$ cat src/sv/bmh_pkg.sv
`timescale 1ns / 1ps
// ----------------------------------------------------------------------------
// bmh_pkg: shared types and codes for the binary max heap
// Widths, status codes, datapath operation codes and the control/status
// structs passed between the controller and the datapath.
// ----------------------------------------------------------------------------
package bmh_pkg;

    localparam int CAPACITY = 1024;
    localparam int DATA_W   = 32;
    localparam int TOTAL_W  = 11;
    localparam int STATUS_W = 2;
    localparam int OP_W     = 3;

    localparam logic [STATUS_W-1:0] ST_OK    = 2'd0;
    localparam logic [STATUS_W-1:0] ST_EMPTY = 2'd1;
    localparam logic [STATUS_W-1:0] ST_FULL  = 2'd2;

    localparam logic ACT_INSERT = 1'b0;
    localparam logic ACT_REMOVE = 1'b1;

    localparam logic [OP_W-1:0] OP_NONE      = 3'd0;
    localparam logic [OP_W-1:0] OP_INS_START = 3'd1;
    localparam logic [OP_W-1:0] OP_REM_START = 3'd2;
    localparam logic [OP_W-1:0] OP_UP_STEP   = 3'd3;
    localparam logic [OP_W-1:0] OP_DN_LAST   = 3'd4;
    localparam logic [OP_W-1:0] OP_DN_LEFT   = 3'd5;
    localparam logic [OP_W-1:0] OP_DN_STEP   = 3'd6;
    localparam logic [OP_W-1:0] OP_PLACE     = 3'd7;

    typedef struct packed {
        logic [OP_W-1:0] op;
        logic            out_load;
    } cmd_t;

    typedef struct packed {
        logic full;
        logic empty;
        logic cnt_one;
        logic up_gt;
        logic par_root;
        logic dn_go;
        logic pick_leaf;
        logic out_free;
    } sts_t;

endpackage

$ cat src/sv/bmh_ctrl.sv
`timescale 1ns / 1ps
// ----------------------------------------------------------------------------
// bmh_ctrl: heap operation sequencer
// Walks insert (sift-up) and remove (sift-down) through the datapath one
// heap step at a time and hands the finished result to the output stage.
// ----------------------------------------------------------------------------
module bmh_ctrl (
    input  logic          clk,
    input  logic          rst_n,
    input  logic          in_valid,
    output logic          in_ready,
    input  logic          action,
    input  bmh_pkg::sts_t sts,
    output bmh_pkg::cmd_t cmd
);

    localparam logic [2:0] S_IDLE    = 3'd0;
    localparam logic [2:0] S_UP      = 3'd1;
    localparam logic [2:0] S_DN_LAST = 3'd2;
    localparam logic [2:0] S_DN_L    = 3'd3;
    localparam logic [2:0] S_DN_R    = 3'd4;
    localparam logic [2:0] S_PLACE   = 3'd5;
    localparam logic [2:0] S_FIN     = 3'd6;

    logic [2:0] state_reg;
    logic [2:0] state_next;

    always_comb
    begin
        state_next   = state_reg;
        in_ready     = 1'b0;
        cmd.op       = bmh_pkg::OP_NONE;
        cmd.out_load = 1'b0;
        unique case (state_reg)
            S_IDLE:
            begin
                in_ready = 1'b1;
                if (in_valid)
                begin
                    if (action == bmh_pkg::ACT_REMOVE)
                    begin
                        cmd.op = bmh_pkg::OP_REM_START;
                        if (sts.empty || sts.cnt_one)
                            state_next = S_FIN;
                        else
                            state_next = S_DN_LAST;
                    end
                    else
                    begin
                        cmd.op = bmh_pkg::OP_INS_START;
                        if (sts.full || sts.empty)
                            state_next = S_FIN;
                        else
                            state_next = S_UP;
                    end
                end
            end
            S_UP:
            begin
                cmd.op = bmh_pkg::OP_UP_STEP;
                if (!sts.up_gt)
                    state_next = S_FIN;
                else if (sts.par_root)
                    state_next = S_PLACE;
                else
                    state_next = S_UP;
            end
            S_DN_LAST:
            begin
                cmd.op     = bmh_pkg::OP_DN_LAST;
                state_next = sts.cnt_one ? S_FIN : S_DN_L;
            end
            S_DN_L:
            begin
                cmd.op     = bmh_pkg::OP_DN_LEFT;
                state_next = S_DN_R;
            end
            S_DN_R:
            begin
                cmd.op = bmh_pkg::OP_DN_STEP;
                if (!sts.dn_go)
                    state_next = S_FIN;
                else if (sts.pick_leaf)
                    state_next = S_PLACE;
                else
                    state_next = S_DN_L;
            end
            S_PLACE:
            begin
                cmd.op     = bmh_pkg::OP_PLACE;
                state_next = S_FIN;
            end
            S_FIN:
            begin
                if (sts.out_free)
                begin
                    cmd.out_load = 1'b1;
                    state_next   = S_IDLE;
                end
            end
            default:
            begin
                state_next = S_IDLE;
            end
        endcase
    end

    always_ff @(posedge clk or negedge rst_n)
    begin
        if (!rst_n)
            state_reg <= S_IDLE;
        else
            state_reg <= state_next;
    end

endmodule

$ cat config.mk
export PLATFORM = sky130hd
export DESIGN_NAME = bmh_ctrl
export DESIGN_NICKNAME = d
export VERILOG_FILES = /design/src/sv/bmh_pkg.sv /design/src/sv/bmh_ctrl.sv
export SDC_FILE = /design/constraint.sdc
export NUM_CORES = 1
export LEC_CHECK = 0
export BUFFER_PORTS_ARGS = -buffer_cell sky130_fd_sc_hd__buf_2
export CORE_AREA = 2 2 39 41
export DETAILED_ROUTE_END_ITERATION = 7
export DIE_AREA = 0 0 41 43
export GPL_TIMING_DRIVEN = 0
export PLACE_DENSITY = 0.62
export SKIP_LAST_GASP = 1
export SYNTH_ARGS = -nofsm -noshare
export SYNTH_HDL_FRONTEND = slang
export SYNTH_SLANG_ARGS = --single-unit
$ cat constraint.sdc
create_clock -name clk -period 2.5 [get_ports clk]
set_input_delay 0.125 -clock clk [delete_from_list [all_inputs] [get_ports clk]]
set_output_delay 0.125 -clock clk [all_outputs]
set_load 0.05 [all_outputs]
-- Word level (Yosys, flattened, before mapping)
Cells that the tools add are included.
- flip-flop bits (word level): 3
- word-level logic and storage cells: 30
- input bits: 12
- output and inout port bits: 5
- reduce and logical (&&, ||, !) cells: 4
- muxes and demuxes: 17
- equality and inequality tests: 8
- operators by type and width (cell ; number):
    3-bit two-way mux ; 10
    3-bit one-hot mux with 7 select lines ; 1
    3-bit one-hot mux with 6 select lines ; 1
    3-bit == test, second input constant ; 3
    3-bit by 2-bit == test with 1-bit output, second input constant ; 2
    2-bit two-way mux ; 2
    2-bit inequality test, second input constant ; 2
    3-bit by 1-bit == test with 1-bit output, second input constant ; 1
    3-bit zero test ; 1
    1-bit two-way mux ; 3
    1-bit logical OR ; 2
    2-bit AND reduction ; 1

-- Longest topological paths before layout
- word-level depth: 5
- depth in mapped cells: 5
- mapped depth without buffers: 4

-- Worst setup path after synthesis
No wires, ideal clock.
- path kind: reg-to-reg
- start: register state_reg[1]
- end: register state_reg[1]
- period minus slack after synthesis: 2.172 ns
- cell stages (with the launch flop): 6
- arrival: 2.090 ns
- setup time: 0.082 ns
- data required time: 2.418 ns
- slack: 0.328 ns
- cells stage by stage: dfrtp_1 > buf_6 > nor3_1 > nor2b_1 > a31oi_1 > a31oi_1
- cells in the longest elaborated chain, start to end: 3
- RTL lines (what ; RTL line ; RTL):
    start, declared ; bmh_ctrl.sv:25 ; logic [2:0] state_reg;
    start signal, assigned ; bmh_ctrl.sv:113 ; state_reg <= state_next;
    3-bit == test or 3-bit zero test (tied branches) ; bmh_ctrl.sv:34 ; unique case (state_reg)
    2-bit inequality test (no line) ; -- ;
    2-bit AND reduction (no line) ; -- ;
Parallel ways exist; a longest one is shown, timed or not.
A chain may end at the register's enable or synchronous reset.

==> flow_metrics.tcl <==
set metrics [dict create \
    status "finished clean" \
    relSlewSlack 0.678 \
    cts_buffers 3 \
    fin_util 0.367 \
    htree_levels 1 \
    clock_sinks 3 \
    cp_top_family "buffers and inverters" \
    worstSetupStartpoint "state_reg[2]" \
    vias 444 \
    cts_root_buf "clkbuf_4" \
    wl_per_cell_um 11.1 \
    dpl.hpwl_um 763 \
    syn_avg_cell_area_um2 7.15 \
    setup_tns_ps 0 \
    yosysUniqueCellTypes 22 \
    reg2reg_depth 4 \
    clkTransAtPathRegs_ps 30 \
    post-synth-top-area-cell "dfrtp_1" \
    cp_num_buf_inv 2 \
    hold_buffers 1 \
    synth_top_area_frac 0.202 \
    antenna-diode-count 0 \
    hold_class "in2reg" \
    design_area_um2 508 \
    cp_max_fo 10 \
    max_freq_mhz 636 \
    rr_endpoint "state_reg[0]" \
    die_w_um 41 \
    postCtsSetupBuffers 0 \
    grt_max_degree 11 \
    ioPinCount 17 \
    synth-async-reset-ratio 1.00 \
    crit_top_cell "nor2_1" \
    cap_violations 0 \
    syn_inst 52 \
    synth_common_cells "nor2_1, nor3_1" \
    seq_area_frac_synth 0.202 \
    ys_ff_latch 3 \
    endpoint "cmd[2]" \
    finalClockSkew_ps 3.52 \
    dieArea_um2 1760 \
    grt_pass1_vias 406 \
    power_density_nw_per_um2 1520 \
    yosysMostFrequentCell "nor2_1" \
    antenna_found_initial 0 \
    final_hold_viol_count 0 \
    synth_edf_count 0 \
    r2r-start "state_reg[1]" \
    via_per_inst 4.99 \
    fin_nets 88 \
    core_area_um2 1380 \
    ir_drop_uv 388 \
    drive_gt1_frac 0.315 \
    cp.required_ps 2380 \
    cp.depth 5 \
    final_max_slew_viol_count 0 \
    syn_nets 66 \
    period_needed_ps 1570 \
    totalWireLength_um 988 \
    worstPathArrival_ps 1450 \
    cpPeakStageDelay_ps 430 \
    port_buffers 16 \
    initial_core_util 0.269 \
    rsz0062_at_grt "false" \
    tightest_slew_ps 470 \
    drt_iter0_markers 7 \
    die_y_um 43 \
    end_kind "primary output" \
    place_congestion 0.887 \
    setup_viol 0 \
    crit_slowest_cell "dfrtp_1" \
    largest_reg_flops 3 \
    areaGrowthSynthToFinish_pct 36.7 \
    cts_resized 0 \
    cts_tree "built" \
    worstSetupStartpointType "register" \
    grt.total_usage 0.131 \
    ys.flop_type "dfrtp_1" \
    ant_nets 0 \
    rows 14 \
    p_leak_nw 0.251 \
    worstPathCellList "buf_4, nor3_1, nor2_1, nor2_1, buf_2" \
    insertion_delay_ps 230 \
    fill_cells 159 \
    drc 0 \
    yosys_warnings 0 \
    clk_path_buf_depth 2 \
    r2r_setup_slack_ps 1110 \
    fin_crit_sh 0.629 \
    grt_overflow_total 0 \
    grt_pass1_wl_mm 1.61 \
    synthesis.area_um2 372 \
    dr.pass1.iters 5 \
    place_area_um2 472 \
    ys_top_cells_by_area "dfrtp_1, nor2_1, nor3_1, ha_1, a31oi_1" \
    path_class "reg2out" \
]
## placed cells by master, fill, tap and decap left out
| cell type | Yosys | layout |
|---|---|---|
| nand2b_1 | 1 | 1 |
| o21bai_1 | 2 | 2 |
| nor2b_1 | 2 | 2 |
| dlygate4sd3_1 | 0 | 1 |
| clkbuf_4 | 0 | 3 |
| inv_1 | 3 | 3 |
| ha_1 | 2 | 2 |
| nand2_1 | 3 | 3 |
| nor3b_1 | 2 | 2 |
| nor3_1 | 6 | 6 |
| clkbuf_1 | 0 | 1 |
| nor2_1 | 10 | 10 |
| o21ai_0 | 1 | 1 |
| dfrtp_1 | 3 | 3 |
| a221oi_1 | 1 | 1 |
| buf_2 | 0 | 16 |
| o32ai_1 | 1 | 1 |
| a2111oi_1 | 1 | 1 |
| buf_4 | 2 | 2 |
| and3_1 | 2 | 2 |
| buf_6 | 1 | 1 |
| or3b_4 | 1 | 1 |
| a21oi_1 | 3 | 3 |
| a2111oi_0 | 1 | 1 |
| nand3b_1 | 1 | 1 |
| a31oi_1 | 3 | 3 |
## report_power, final
part           switching (W)  internal, W  leakage (nW)
registers          0.0000311    0.0000743        0.0369
logic               0.000389     0.000196         0.199
clock network      0.0000232    0.0000597        0.0150
total               0.000444     0.000330         0.251
## worst min path at each step
stage / from / endpoint / slack [ps] / cells after the start
2_1_floorplan: rst_n / state_reg[0] / -170 / 0
3_3_place_gp: rst_n / state_reg[1] / -80 / 1
3_5_place_dp: rst_n / state_reg[1] / -80 / 1
4_1_cts: sts[2] / state_reg[0] / 170 / 3
5_1_grt: sts[2] / state_reg[0] / 210 / 3
6_report: sts[2] / state_reg[0] / 180 / 3
## worst min-delay path, cell delays in order
cell,delay [ps]
buf_2,110
nand2_1,50
a2111oi_1,70
## layout make-up
type / instances / area, um2 / share of cell area
well taps: 16 / 20.0 / 0.0394
flip-flops and latches: 3 / 75.1 / 0.148
plain buffers: 3 / 26.3 / 0.0517
clock buffers: 4 / 26.3 / 0.0517
inverters: 3 / 11.3 / 0.0222
repair buffers: 17 / 90.1 / 0.177
multi-input cells: 43 / 259 / 0.510
## routing by layer
metal / track usage / wire length (um) / up-vias
li1: - / - / 231
met1: 0.172 / 451 / 192
met2: 0.184 / 472 / 21
met3: 0.0576 / 64 / 0
met4: 0.0467 / 0 / 0
met5: 0 / 0 / -
## logic make-up after synthesis
family | share of synthesized area
simple gates | 0.387
compound gates | 0.242
buf+inv | 0.101
flops | 0.202
fa+ha+maj | 0.0673
## stage by stage
step / std cells / hold WS (ps) / power [W] / setup slack [ps]
after floorplan: 52 / -171 / 0.000568 / 328
after global placement: 84 / -78.8 / 0.000690 / 1090
after detailed placement: 84 / -78.5 / 0.000693 / 1130
after CTS: 89 / 173 / 0.000782 / 892
after global routing: 89 / 207 / 0.000845 / 806
final: 89 / 181 / 0.000774 / 927
Power figures use the tool's default switching activity.
